File: config.mk
export PLATFORM = sky130hd
export DESIGN_NAME = preemptive_priority_scheduler_unit
export DESIGN_NICKNAME = d
export VERILOG_FILES = /design/src/hdl/pps_pkg.sv /design/src/hdl/pps_table.sv /design/src/hdl/pps_scan.sv /design/src/hdl/preemptive_priority_scheduler_unit.sv
export SDC_FILE = /design/constraint.sdc
export NUM_CORES = 1
export LEC_CHECK = 0
export BUFFER_PORTS_ARGS = -buffer_cell sky130_fd_sc_hd__buf_2
export CORE_ASPECT_RATIO = 1.1
export CORE_UTILIZATION = 28
export DETAILED_ROUTE_END_ITERATION = 6
export PLACE_DENSITY = 0.44
export SYNTH_ARGS = -nofsm -noshare
export SYNTH_HDL_FRONTEND = slang
export SYNTH_SLANG_ARGS = --single-unit
File: constraint.sdc
create_clock -name clk_i -period 10.27 [get_ports clk_i]
set_input_delay 1.5405 -clock clk_i [delete_from_list [all_inputs] [get_ports clk_i]]
set_output_delay 1.5405 -clock clk_i [all_outputs]
set_load 0.01 [all_outputs]
File: src/hdl/pps_pkg.sv
package pps_pkg;

  // Ready table geometry
  localparam int unsigned SLOTS  = 8;
  localparam int unsigned SLOT_W = (SLOTS > 1) ? $clog2(SLOTS) : 1;
  localparam logic [SLOT_W-1:0] LAST_SLOT = SLOT_W'(SLOTS - 1);

  // Request codes
  localparam logic REQ_TICK   = 1'b0;
  localparam logic REQ_ARRIVE = 1'b1;

  // Input word
  typedef struct packed {
    logic        req_type;
    logic [7:0]  job_id;
    logic [15:0] job_burst;
    logic [7:0]  job_priority;
  } in_word_t;

  // Output word
  typedef struct packed {
    logic [7:0]  running_id;
    logic        idle;
    logic        dispatched;
    logic        table_full;
    logic [31:0] now_time;
  } out_word_t;

  // One ready-table entry
  typedef struct packed {
    logic [7:0]  job;
    logic [15:0] remaining;
    logic [7:0]  priority_lvl;
  } slot_t;

  // Sequencer to scan unit
  typedef struct packed {
    logic clear;
    logic step;
  } scan_ctrl_t;

  // Scan unit status
  typedef struct packed {
    logic [SLOT_W-1:0] idx;
    logic              last;
    logic              found;
    logic [SLOT_W-1:0] best_idx;
    logic [7:0]        best_prio;
  } scan_stat_t;

  // Sequencer states
  typedef enum logic [1:0] {
    ST_IDLE,
    ST_SCAN,
    ST_APPLY,
    ST_ARRIVE
  } state_e;

endpackage

File: src/hdl/pps_table.sv
module pps_table (
  input  logic                        clk_i,
  input  logic                        rst_ni,
  input  logic                        wr_en_i,
  input  logic [pps_pkg::SLOT_W-1:0]  wr_idx_i,
  input  pps_pkg::slot_t              wr_data_i,
  input  logic                        clr_en_i,
  input  logic [pps_pkg::SLOT_W-1:0]  clr_idx_i,
  input  logic [pps_pkg::SLOT_W-1:0]  rd_idx_i,
  output pps_pkg::slot_t              rd_data_o,
  output logic [pps_pkg::SLOTS-1:0]   valid_o
);

  pps_pkg::slot_t             slot_q [pps_pkg::SLOTS];
  logic [pps_pkg::SLOTS-1:0]  valid_q;

  // Entry payload, no reset
  always_ff @(posedge clk_i) begin
    if (wr_en_i) begin
      slot_q[wr_idx_i] <= wr_data_i;
    end
  end

  // Valid bits
  always_ff @(posedge clk_i or negedge rst_ni) begin
    if (!rst_ni) begin
      valid_q <= '0;
    end else begin
      if (wr_en_i) begin
        valid_q[wr_idx_i] <= 1'b1;
      end
      if (clr_en_i) begin
        valid_q[clr_idx_i] <= 1'b0;
      end
    end
  end

  assign rd_data_o = slot_q[rd_idx_i];
  assign valid_o   = valid_q;

endmodule

File: src/hdl/pps_scan.sv
module pps_scan (
  input  logic                 clk_i,
  input  logic                 rst_ni,
  input  pps_pkg::scan_ctrl_t  ctrl_i,
  input  logic                 cur_valid_i,
  input  logic [7:0]           cur_prio_i,
  output pps_pkg::scan_stat_t  stat_o
);

  logic [pps_pkg::SLOT_W-1:0] idx_q, idx_d;
  logic [pps_pkg::SLOT_W-1:0] best_q, best_d;
  logic [7:0]                 prio_q, prio_d;
  logic                       found_q, found_d;
  logic                       better;

  // Shared comparator: strictly better keeps ties on the lower slot
  assign better = cur_valid_i && (!found_q || (cur_prio_i < prio_q));

  always_comb begin
    idx_d   = idx_q;
    best_d  = best_q;
    prio_d  = prio_q;
    found_d = found_q;
    if (ctrl_i.clear) begin
      idx_d   = '0;
      found_d = 1'b0;
    end else if (ctrl_i.step) begin
      idx_d = idx_q + 1'b1;
      if (better) begin
        best_d  = idx_q;
        prio_d  = cur_prio_i;
        found_d = 1'b1;
      end
    end
  end

  always_ff @(posedge clk_i or negedge rst_ni) begin
    if (!rst_ni) begin
      idx_q   <= '0;
      found_q <= 1'b0;
    end else begin
      idx_q   <= idx_d;
      found_q <= found_d;
    end
  end

  always_ff @(posedge clk_i) begin
    best_q <= best_d;
    prio_q <= prio_d;
  end

  assign stat_o.idx       = idx_q;
  assign stat_o.last      = (idx_q == pps_pkg::LAST_SLOT);
  assign stat_o.found     = found_q;
  assign stat_o.best_idx  = best_q;
  assign stat_o.best_prio = prio_q;

endmodule

File: src/hdl/preemptive_priority_scheduler_unit.sv
// Tick word: accept in ST_IDLE, scan every slot in ST_SCAN, then apply in ST_APPLY.
// Arrival word: accept, then ST_ARRIVE. One shared comparator scan sets the tick time.
// One word in flight; the result register frees the input side once it is loaded.
// Reset (async, active low) clears slot valid bits, running job state and the time count.
// Slot payload is not reset; no clearing pass is needed.
module preemptive_priority_scheduler_unit (
  input  logic               clk_i,
  input  logic               rst_ni,
  input  logic               in_valid_i,
  output logic               in_stall_o,
  input  pps_pkg::in_word_t  in_word_i,
  output logic               out_valid_o,
  input  logic               out_stall_i,
  output pps_pkg::out_word_t out_word_o
);

  pps_pkg::state_e     state_q, state_d;
  pps_pkg::in_word_t   req_q;
  pps_pkg::out_word_t  out_q, out_d;
  logic                out_valid_q;
  logic                out_free;
  logic                in_fire;
  logic                out_load;

  logic                run_active_q, run_active_d;
  logic [7:0]          run_job_q, run_job_d;
  logic [15:0]         run_rem_q, run_rem_d;
  logic [7:0]          run_prio_q, run_prio_d;
  logic [31:0]         time_q;

  pps_pkg::scan_ctrl_t scan_ctrl;
  pps_pkg::scan_stat_t scan_stat;

  logic                        tbl_wr_en, tbl_clr_en;
  logic [pps_pkg::SLOT_W-1:0]  tbl_wr_idx, tbl_rd_idx;
  pps_pkg::slot_t              tbl_wr_data, tbl_rd_data;
  logic [pps_pkg::SLOTS-1:0]   valid;

  logic [pps_pkg::SLOT_W-1:0]  free_idx;
  logic                        tbl_full;
  logic                        arr_store;

  logic                        disp, preempt, cur_active;
  logic [7:0]                  cur_job, cur_prio;
  logic [15:0]                 cur_rem, rem_dec;

  assign out_free = !out_valid_q || !out_stall_i;
  assign in_fire  = in_valid_i && !in_stall_o;

  // Next state
  always_comb begin
    state_d = state_q;
    unique case (state_q)
      pps_pkg::ST_IDLE: begin
        if (in_fire) begin
          state_d = (in_word_i.req_type == pps_pkg::REQ_ARRIVE) ?
                    pps_pkg::ST_ARRIVE : pps_pkg::ST_SCAN;
        end
      end
      pps_pkg::ST_SCAN: begin
        if (scan_stat.last) begin
          state_d = pps_pkg::ST_APPLY;
        end
      end
      pps_pkg::ST_APPLY, pps_pkg::ST_ARRIVE: begin
        if (out_free) begin
          state_d = pps_pkg::ST_IDLE;
        end
      end
      default: state_d = pps_pkg::ST_IDLE;
    endcase
  end

  // Sequencer outputs
  always_comb begin
    in_stall_o      = 1'b1;
    scan_ctrl.clear = 1'b0;
    scan_ctrl.step  = 1'b0;
    out_load        = 1'b0;
    unique case (state_q)
      pps_pkg::ST_IDLE: begin
        in_stall_o      = 1'b0;
        scan_ctrl.clear = 1'b1;
      end
      pps_pkg::ST_SCAN: begin
        scan_ctrl.step = 1'b1;
      end
      pps_pkg::ST_APPLY, pps_pkg::ST_ARRIVE: begin
        out_load = out_free;
      end
      default: ;
    endcase
  end

  always_ff @(posedge clk_i or negedge rst_ni) begin
    if (!rst_ni) begin
      state_q <= pps_pkg::ST_IDLE;
    end else begin
      state_q <= state_d;
    end
  end

  // Held request word
  always_ff @(posedge clk_i) begin
    if (in_fire) begin
      req_q <= in_word_i;
    end
  end

  // Lowest free slot
  always_comb begin
    free_idx = '0;
    for (int k = pps_pkg::SLOTS - 1; k >= 0; k--) begin
      if (!valid[k]) begin
        free_idx = pps_pkg::SLOT_W'(k);
      end
    end
  end
  assign tbl_full  = &valid;
  assign arr_store = (req_q.job_burst != 16'd0) && !tbl_full;

  // Tick apply: dispatch or preempt against the scanned best slot
  assign disp       = scan_stat.found && !run_active_q;
  assign preempt    = scan_stat.found && run_active_q && (scan_stat.best_prio < run_prio_q);
  assign cur_active = run_active_q || disp;
  assign cur_job    = (disp || preempt) ? tbl_rd_data.job          : run_job_q;
  assign cur_rem    = (disp || preempt) ? tbl_rd_data.remaining    : run_rem_q;
  assign cur_prio   = (disp || preempt) ? tbl_rd_data.priority_lvl : run_prio_q;
  assign rem_dec    = cur_rem - 16'd1;

  // Table port selection
  always_comb begin
    tbl_rd_idx  = (state_q == pps_pkg::ST_APPLY) ? scan_stat.best_idx : scan_stat.idx;
    tbl_wr_en   = 1'b0;
    tbl_wr_idx  = free_idx;
    tbl_wr_data = '{job: req_q.job_id, remaining: req_q.job_burst,
                    priority_lvl: req_q.job_priority};
    tbl_clr_en  = 1'b0;
    if (out_load && (state_q == pps_pkg::ST_ARRIVE)) begin
      tbl_wr_en = arr_store;
    end else if (out_load && (state_q == pps_pkg::ST_APPLY)) begin
      tbl_wr_idx  = scan_stat.best_idx;
      tbl_wr_data = '{job: run_job_q, remaining: run_rem_q, priority_lvl: run_prio_q};
      tbl_wr_en   = preempt;
      tbl_clr_en  = disp;
    end
  end

  // Run state and result word
  always_comb begin
    run_active_d = run_active_q;
    run_job_d    = run_job_q;
    run_rem_d    = run_rem_q;
    run_prio_d   = run_prio_q;
    out_d        = out_q;
    if (out_load && (state_q == pps_pkg::ST_APPLY)) begin
      if (cur_active) begin
        run_job_d  = cur_job;
        run_rem_d  = rem_dec;
        run_prio_d = cur_prio;
      end
      run_active_d     = cur_active && (rem_dec != 16'd0);
      out_d.running_id = cur_active ? cur_job : 8'd0;
      out_d.idle       = !cur_active;
      out_d.dispatched = disp || preempt;
      out_d.table_full = 1'b0;
      out_d.now_time   = time_q + 32'd1;
    end else if (out_load && (state_q == pps_pkg::ST_ARRIVE)) begin
      out_d.running_id = run_active_q ? run_job_q : 8'd0;
      out_d.idle       = !run_active_q;
      out_d.dispatched = 1'b0;
      out_d.table_full = (req_q.job_burst != 16'd0) && tbl_full;
      out_d.now_time   = time_q;
    end
  end

  always_ff @(posedge clk_i or negedge rst_ni) begin
    if (!rst_ni) begin
      run_active_q <= 1'b0;
      run_job_q    <= '0;
      run_rem_q    <= '0;
      run_prio_q   <= '0;
      time_q       <= '0;
      out_valid_q  <= 1'b0;
    end else begin
      run_active_q <= run_active_d;
      run_job_q    <= run_job_d;
      run_rem_q    <= run_rem_d;
      run_prio_q   <= run_prio_d;
      if (out_load && (state_q == pps_pkg::ST_APPLY)) begin
        time_q <= time_q + 32'd1;
      end
      if (out_load) begin
        out_valid_q <= 1'b1;
      end else if (!out_stall_i) begin
        out_valid_q <= 1'b0;
      end
    end
  end

  always_ff @(posedge clk_i) begin
    out_q <= out_d;
  end

  assign out_valid_o = out_valid_q;
  assign out_word_o  = out_q;

  pps_table u_table (
    .clk_i     (clk_i),
    .rst_ni    (rst_ni),
    .wr_en_i   (tbl_wr_en),
    .wr_idx_i  (tbl_wr_idx),
    .wr_data_i (tbl_wr_data),
    .clr_en_i  (tbl_clr_en),
    .clr_idx_i (scan_stat.best_idx),
    .rd_idx_i  (tbl_rd_idx),
    .rd_data_o (tbl_rd_data),
    .valid_o   (valid)
  );

  pps_scan u_scan (
    .clk_i       (clk_i),
    .rst_ni      (rst_ni),
    .ctrl_i      (scan_ctrl),
    .cur_valid_i (valid[scan_stat.idx]),
    .cur_prio_i  (tbl_rd_data.priority_lvl),
    .stat_o      (scan_stat)
  );

endmodule

==> flow_metrics.tcl, run 1 <==
set metrics [dict create \
    status "completed" \
    synth_edf_count 341 \
    setup_viol 0 \
    grt.overflow.total 0 \
    synth_top_cell_area_share_pct 56.27 \
    cp_slowest_cell "mux2i_4" \
    dr.pass1.iters 5 \
    hold_viol 0 \
    slowest_delay_ns 0.89 \
    leakage_nw 7.727 \
    drive_above_1_share_pct 16.67 \
    grt_first_pass_wirelength_um 72480 \
    critPathCaptureType "flop" \
    dr_wl_met3_um 1729 \
    yosysWarningCount 0 \
    p_total_mw 6.457 \
    path_cells "nand2b_1 -> mux2i_4 -> buf_4 -> and2_1 -> a31oi_1 -> nand3_2 -> nor2_1 -> a21oi_1 -> ha_1 -> inv_1 -> a211oi_1 -> nand4_1 -> a211oi_1 -> xnor2_1 -> mux2i_1 -> nor4_1 -> a31oi_1" \
    clock-root-buffer "clkbuf_16" \
    tightest_slew_ns 1.107 \
    max_freq_mhz 186.8 \
    port_buffers 81 \
    syn-instance-count 1379 \
    cp_top_family "simple AND/OR/NAND/NOR gates" \
    clk_path_buf_depth 3 \
    yosysMostFrequentCell "edfxtp_1" \
    grt_max_degree 52 \
    vias 11140 \
    p_int_mw 4.122 \
    cp-start-kind "flop" \
    clkTransAtPathRegs_ns 0.06 \
    irDropWorstVdd_mv 0.1651 \
    routed_wl_um 47560 \
    grt_pass1_vias 11450 \
    cts_tree "done" \
    p_sw_share_pct 36.17 \
    critPathKind "flop to flop" \
    rsz0062_at_grt "false" \
    place_area_sq_um 19640 \
    cts_setup_buffers 0 \
    ys_top_cells_by_count "edfxtp_1 (341), nand2_1 (301), dfrtp_1 (80)" \
    drt_iter0_markers 706 \
    timing.final.crit_period_ns 5.355 \
    synth_fp_nets 1435 \
    powerDensity_nw_per_um2 302.9 \
    cts_buffers 48 \
    slew_headroom_pct 24.10 \
    postCtsResizedCells 0 \
    dieArea_sq_um 66010 \
    drc 0 \
    syn_area_sq_um 18200 \
    maxCapViolCount 0 \
    place.gp.congestion 0.8100 \
    holdWs_ns 0.4660 \
    core-area_sq_um 63960 \
    fill_cells 6288 \
    synth_cell_types 75 \
    io-pin-count 82 \
    insertion_delay_ns 0.60 \
    post-dp-hpwl_um 29770 \
    seq_power_share_pct 38.5 \
    fin_worst_skew_ns 0.02680 \
    grt_usage_pct 14.49 \
    crit_arrival_ns 5.80 \
    rows 97 \
    ys_seq_area_share_pct 67.39 \
    finalSetupTns_ns 0 \
    synth_flop_cell "edfxtp_1" \
    p_comb_share_pct 33.4 \
    cp.required_ns 10.72 \
    report.final.slew_viol_count 0 \
    die_h_um 269.4 \
    dr.max_layer_used "met4" \
    grt_antenna_before_repair 0 \
    p_clk_share_pct 28.0 \
    cts_hold_buf 0 \
    timing.final.crit_share_pct 52.14 \
    nNetsFinal 1523 \
    wl_met2_um 23690 \
    cts_sinks 422 \
    met1_length_um 21380 \
    design_area_sq_um 21320 \
    switching_power_mw 2.336 \
    die_x_um 245.1 \
    synth_top_cell_by_area "edfxtp_1" \
    min_path_type "flop to flop" \
    synth-seq-cells 422 \
    htreeDepth 2 \
    path_buf_inv 2 \
    synth_area_leaders "edfxtp_1 (56%), dfrtp_1 (11%), nand2_1 (6.2%)" \
    area_growth_pct 17.16 \
    fin_util_pct 33.33 \
    synthArstFlopShare_pct 18.96 \
    crit_fanout 36 \
    synth.avg_cell_area_sq_um 13.20 \
    ant_nets 0 \
    start_util_pct 28.45 \
    via_per_inst 4.743 \
    wl_per_cell_um 20.25 \
]
## cell usage in the layout, fill, tap and decap left out, types with 5 or more instances in the layout
cell       synthesis  final
inv_1             27     26
nand3_1           35     35
nor2b_1           11     11
edfxtp_1         341    341
nand2b_1           7      7
dfrtp_1           80     80
or3_1             12     12
nand2_1          301    300
mux4_2            34     34
a21oi_1           40     38
clkbuf_16          0     48
a211oi_1          15     15
xnor2_1           32     32
clkbuf_1          41      7
a32oi_1            6      6
nand4_1           12     12
nor4_1             7      7
buf_2             10     80
nor2_4             0      7
ha_1              19     19
clkinv_2           0     10
nor3_1            18     16
a31oi_1           13     13
clkinv_1           0      8
bufinv_16          0      9
mux2i_1           28     26
o211ai_1          10     10
o21ai_0           54     53
a22oi_1            5      5
nor2_1            74     66
xor2_1            28     28
buf_4              3     23
and2_1             5      5
and3_1            12     12
## per-stage QoR
step,setup slack (ns),instances
floorplan,4.669,1379
global placement,5.017,2258
detailed placement,4.907,2258
CTS,4.884,2347
global route,4.460,2347
finish,4.915,2348
## area by class of cell
| cell class | count | area, sq um | area share (%) |
|---|---|---|---|
| Clock inverter | 31 | 402.9 | 1.890 |
| Inverter | 27 | 101.3 | 0.4754 |
| Sequential cell | 422 | 12260 | 57.52 |
| Clock buffer | 58 | 1269 | 5.951 |
| Multi-Input combinational cell | 865 | 5655 | 26.53 |
| Tap cell | 841 | 1052 | 4.936 |
| Timing Repair Buffer | 103 | 573.1 | 2.688 |
| Antenna cell | 1 | 2.502 | 0.01174 |
## routing by layer
layer  GRT usage [%]  vias to the layer above
met5               0                        -
met4           3.438                        0
met3           2.319                       61
met2           24.74                      196
met1           19.10                     5603
li1                -                     5276
## flip-flops by register name, indices dropped and copies added, names as in the netlist
register,cells
time_q,32
u_scan.best_q,3
u_scan.prio_q,8
out_word_o,43
req_q,32
run_prio_q,8
run_job_q,8
run_active_q,1
u_table.slot_q,256
out_valid_o,1
run_rem_q,16
u_scan.found_q,1
u_table.valid_o,8
u_scan.idx_q,3
state_q,2
## worst paths after layout
check / start / endpoint / slack [ns] / depth (start not counted)
worst max register to register: state_q[1] / run_active_q / 4.92 / 17
min in group asynchronous: rst_ni / time_q[23] / 0.89 / 1
worst min register to register: out_word_o[32] / out_word_o[32] / 0.47 / 1
worst max-delay path: state_q[1] / run_active_q / 4.92 / 17
max in group asynchronous: rst_ni / run_prio_q[4] / 8.18 / 2
worst min-delay path: out_word_o[32] / out_word_o[32] / 0.47 / 1
## power groups by stage
stage | Combinational (mW) | Sequential, mW | Clock [mW]
floorplan | 1.47 | 2.46 | 0
global placement | 2.18 | 2.52 | 0
detailed placement | 2.19 | 2.52 | 0
CTS | 2.20 | 2.49 | 1.86
global route | 2.39 | 2.52 | 1.93
finish | 2.16 | 2.49 | 1.81
## cells by family (layout without fill, tap and decap cells)
family / after synthesis / in the layout / synth area share [%]
simple gates: 516 / 516 / 12.42
buf+inv: 92 / 219 / 2.235
flops: 422 / 422 / 67.39
compound gates: 202 / 202 / 7.591
xor+xnor: 60 / 60 / 2.888
fa+ha+maj: 19 / 19 / 1.306
mux: 68 / 68 / 6.175
other cells: 0 / 1 / 0
No activity file was read; power rests on OpenSTA's default activity.
==> run 2, diff against run 1 <==
PLACE_DENSITY = 0.45   (was 0.44)
clock period = 4.5 ns   (was 10.27 ns; I/O delays follow)
==> flow_metrics.tcl, run 2 (same netlist as run 1, synthesis figures left out) <==
set metrics [dict create \
    grt_first_pass_wirelength_um 74150 \
    place_inst 2283 \
    tightest_slew_ns 1.107 \
    r2r_start "state_q[1]" \
    dieArea_sq_um 66010 \
    insertion_delay_ns 0.61 \
    min_path_type "input port to asynchronous set/reset pin" \
    grt_max_degree 55 \
    leakage_nw 7.795 \
    via_per_inst 4.801 \
    dr.pass1.iters 5 \
    fill_cells 6232 \
    finalSetupTns_ns 0 \
    status "completed" \
    routed_wl_um 48760 \
    rr_worst_depth 16 \
    stdcell_count 2371 \
    rsz0062_at_grt "false" \
    setup_viol 0 \
    largest_reg_flops 256 \
    timing.final.crit_period_ns 4.090 \
    port_buffers 81 \
    n_antenna_cell 0 \
    largest-register "u_table.slot_q" \
    vias 11380 \
    grt_pass1_vias 11740 \
    grt_usage_pct 14.92 \
    slew_headroom_pct 26.08 \
    cts_tree "done" \
    switching_power_mw 5.399 \
    nNetsFinal 1548 \
    max_freq_mhz 244.5 \
    mostFrequentLayoutCell "edfxtp_1" \
    rr_endpoint "run_active_q" \
    timing.final.crit_share_pct 90.89 \
    p_sw_share_pct 37.06 \
    cp_slowest_cell "mux2i_4" \
    grt.overflow.total 0 \
    irDropWorstVdd_mv 0.3046 \
    htreeDepth 2 \
    critPathKind "flop to flop" \
    path_cells "buf_4 -> nand2b_1 -> mux2i_4 -> buf_4 -> mux2i_1 -> o21ai_0 -> inv_1 -> ha_1 -> inv_1 -> a211oi_1 -> nand4_1 -> a21boi_0 -> xor2_1 -> mux2i_1 -> nor4_1 -> a31oi_1" \
    ant_nets 0 \
    crit_arrival_ns 4.56 \
    cts_setup_buffers 0 \
    drive_above_1_share_pct 17.25 \
    p_clk_share_pct 25.8 \
    r2r_setup_slack_ns 0.41 \
    hold_viol 0 \
    fin_worst_skew_ns 0.01400 \
    drc 0 \
    p_comb_share_pct 35.5 \
    die_x_um 245.1 \
    seq_power_share_pct 38.7 \
    cts_buffers 48 \
    path_buf_inv 4 \
    worst_slack_ns 0.4098 \
    report.final.slew_viol_count 0 \
    regArea_sq_um 12260 \
    die_h_um 269.4 \
    start_util_pct 28.45 \
    powerDensity_nw_per_um2 680.1 \
    pre_cts_ws_ns 0.4218 \
    core-area_sq_um 63960 \
    crit_fanout 13 \
    drt_iter0_markers 896 \
    place.gp.congestion 0.8811 \
    clk_path_buf_depth 3 \
    crit_cells 16 \
    rows 97 \
    mostFrequentLayoutCells "edfxtp_1 (341), nand2_1 (300), buf_2 (80), dfrtp_1 (80), nor2_1 (67)" \
    cts_hold_buf 0 \
    grt_antenna_before_repair 1 \
    critPathCaptureType "flop" \
    slowest_delay_ns 0.48 \
    cp.required_ns 4.97 \
    area_growth_pct 17.75 \
    clock-root-buffer "clkbuf_16" \
    cts_sinks 422 \
    maxCapViolCount 0 \
    multi_input_area_sq_um 5658 \
    p_int_mw 9.172 \
    post-dp-hpwl_um 31190 \
    cp-start-kind "flop" \
    io-pin-count 82 \
    postCtsResizedCells 0 \
    wl_per_cell_um 20.57 \
    cp_top_family "multiplexers" \
    clkTransAtPathRegs_ns 0.06 \
]
[run 2: power groups by stage]
stage,Combinational [mW],Clock [mW],Sequential [mW]
2_1_floorplan,3.35,0,5.62
3_3_place_gp,5.22,0,5.70
3_5_place_dp,5.22,0,5.71
4_1_cts,5.24,3.88,5.63
5_1_grt,5.68,4.02,5.71
6_report,5.17,3.76,5.63
[run 2: cell type report]
cell class | count | area share (%)
clock inverters | 28 | 1.203
multi-input cells | 865 | 26.41
repair buffers | 128 | 3.959
flip-flops and latches | 422 | 57.23
inverters | 27 | 0.4730
clock buffers | 60 | 5.816
well taps | 841 | 4.911
[run 2: layer usage]
layer	track usage [%]	routed length, um	share of wire [%]
met1	19.53	21610	44
met2	24.91	23930	49
met3	2.180	1730	3.5
met4	5.428	1479	3.0
met5	0	13	0.027
[run 2: worst max-delay path by stage]
stage                     startpoint          endpoint  slack [ns]
final                     state_q[1]      run_active_q        0.41
after detailed placement  state_q[0]  u_scan.best_q[2]        0.42
after global placement    state_q[0]  u_scan.best_q[2]        0.53
after global routing      state_q[1]      run_active_q        0.03
after floorplan           state_q[1]  u_scan.best_q[0]        0.15
after CTS                 state_q[0]  u_scan.prio_q[4]        0.40
[run 2: per-stage QoR]
stage	util [%]	hold WS (ns)	cell area [sq um]	power (mW)
global route	33.50	0.05731	21430	15.42
floorplan	-	0.3794	18210	8.976
detailed placement	31.15	0.4678	19920	10.93
finish	33.50	0.03130	21430	14.57
CTS	33.50	0.03419	21430	14.75
global placement	31.15	0.4572	19920	10.92
==> run 3, diff against run 2 <==
CORE_MARGIN = 2   (was default)
==> flow_metrics.tcl, run 3 (same netlist as run 1, synthesis figures left out) <==
set metrics [dict create \
    place.gp.congestion 0.8510 \
    endpoint "u_scan.best_q[1]" \
    dr.pass1.iters 5 \
    largest_reg_flops 256 \
    leakage_nw 7.840 \
    die_h_um 271.4 \
    crit_fanout 17 \
    cts_sinks 422 \
    holdWs_ns 0.1816 \
    setup_viol 0 \
    cts_hold_buf 0 \
    slew_headroom_pct 23.48 \
    nNetsFinal 1552 \
    irDropWorstVdd_mv 0.3104 \
    hold_viol 0 \
    report.final.slew_viol_count 0 \
    clkTransAtPathRegs_ns 0.06 \
    cts_setup_buffers 0 \
    insertion_delay_ns 0.60 \
    routed_wl_um 48320 \
    powerDensity_nw_per_um2 682.2 \
    ant_nets 0 \
    cp-start-kind "flop" \
    rows 98 \
    grt_first_pass_wirelength_um 73620 \
    critPathCaptureType "flop" \
    fill_cells 6406 \
    rr_worst_depth 13 \
    cp.required_ns 4.73 \
    io-pin-count 82 \
    grt_antenna_before_repair 1 \
    min_path_type "input port to asynchronous set/reset pin" \
    die_x_um 247.1 \
    area_growth_pct 18.19 \
    rr_endpoint "u_scan.best_q[1]" \
    mostFrequentLayoutCells "edfxtp_1 (341), nand2_1 (300), buf_2 (80), dfrtp_1 (80), nor2_1 (67)" \
    vias 11310 \
    maxCapViolCount 0 \
    dieArea_sq_um 67040 \
    mostFrequentLayoutCell "edfxtp_1" \
    status "completed" \
    max_freq_mhz 249.4 \
    timing.final.crit_period_ns 4.010 \
    finalSetupTns_ns 0 \
    timing.final.crit_share_pct 89.10 \
    htreeDepth 2 \
    drc 0 \
    via_per_inst 4.741 \
    post-dp-hpwl_um 31290 \
    grt_max_degree 56 \
    drt_iter0_markers 743 \
    clk_path_buf_depth 3 \
    drive_above_1_share_pct 17.80 \
    r2r_start "state_q[1]" \
    tightest_slew_ns 1.148 \
    setup.worst_path.start "state_q[1]" \
    fin_worst_skew_ns 0.02366 \
    crit_arrival_ns 4.24 \
    largest-register "u_table.slot_q" \
    wl_per_cell_um 20.26 \
    cts_buffers 47 \
    clock-root-buffer "clkbuf_16" \
    cts_tree "done" \
    r2r_setup_slack_ns 0.49 \
    grt_usage_pct 14.61 \
    port_buffers 81 \
    postCtsResizedCells 0 \
    rsz0062_at_grt "false" \
    start_util_pct 28.16 \
    grt.overflow.total 0 \
    core-area_sq_um 64620 \
    grt_pass1_vias 11600 \
    critPathKind "flop to flop" \
]
==> run 3: cell types whose count changed in the layout (fill, tap and decap cells not counted) <==
cell        previous run  this run
buf_4                 41        49
clkinvlp_4             0         1
buf_12                 7         4
clkbuf_8               0         3
clkbuf_16             48        47
diode_2                0         1
bufinv_16              3         5
clkinv_1              13         6
clkinv_16              1         2
inv_16                 2         1
clkbuf_1              12        14
inv_6                  1         0
==> run 3: layer usage <==
metal,track usage (%),share of wire [%]
met3,2.719,4.4
met2,24.52,49
met1,19.34,44
met5,0,0
met4,3.852,2.2
==> run 3: final cells by class <==
type | instances | area (sq um) | area share (%)
clock buffer | 64 | 1270 | 5.905
inverter | 27 | 101.3 | 0.4713
antenna | 1 | 2.502 | 0.01164
multi-input combinational | 865 | 5658 | 26.31
tap | 850 | 1064 | 4.945
sequential | 422 | 12260 | 57.02
clock inverter | 23 | 300.3 | 1.396
timing repair buffer | 133 | 848.3 | 3.945
==> run 3: worst min-delay path by stage <==
| stage | from | endpoint | slack, ns | cells past startpoint |
|---|---|---|---|---|
| 2_1_floorplan | rst_ni | out_valid_o | 0.38 | 0 |
| 6_report | rst_ni | time_q[31] | 0.18 | 1 |
| 5_1_grt | in_word_i[26] | req_q[26] | 0.20 | 1 |
| 4_1_cts | in_word_i[20] | req_q[20] | 0.20 | 1 |
| 3_5_place_dp | out_word_o[32] | out_word_o[32] | 0.47 | 1 |
| 3_3_place_gp | out_word_o[32] | out_word_o[32] | 0.46 | 1 |
==> run 3: worst max-delay path, cell delays in order, from the launching register on <==
cell and delay (ns):
dfrtp_1 0.37, buf_4 0.17, nand2b_1 0.20, mux2i_4 0.46, buf_4 0.37, mux4_2 0.35, nand2_1 0.08, nand2_1 0.08
ha_1 0.28, o2111ai_1 0.18, a21oi_1 0.06, a211o_1 0.28, a211oi_1 0.24, o211a_1 0.52
==> run 3: where the power goes <==
part	internal [mW]	total, mW	switching [mW]
registers	5.22	5.64	0.422
clock network	2.29	3.89	1.61
logic	1.82	5.14	3.32
==> run 3: stage by stage <==
| stage | power, mW | instances | utilization (%) | worst slack (ns) | cell area, sq um |
|---|---|---|---|---|---|
| floorplan | 8.976 | 1379 | - | 0.1471 | 18210 |
| finish | 14.67 | 2385 | 33.28 | 0.4903 | 21510 |
| global placement | 10.90 | 2297 | 30.85 | 0.5617 | 19930 |
| global route | 15.61 | 2384 | 33.28 | 0.1828 | 21500 |
| CTS | 14.89 | 2384 | 33.28 | 0.4703 | 21500 |
| detailed placement | 10.92 | 2297 | 30.85 | 0.4780 | 19930 |
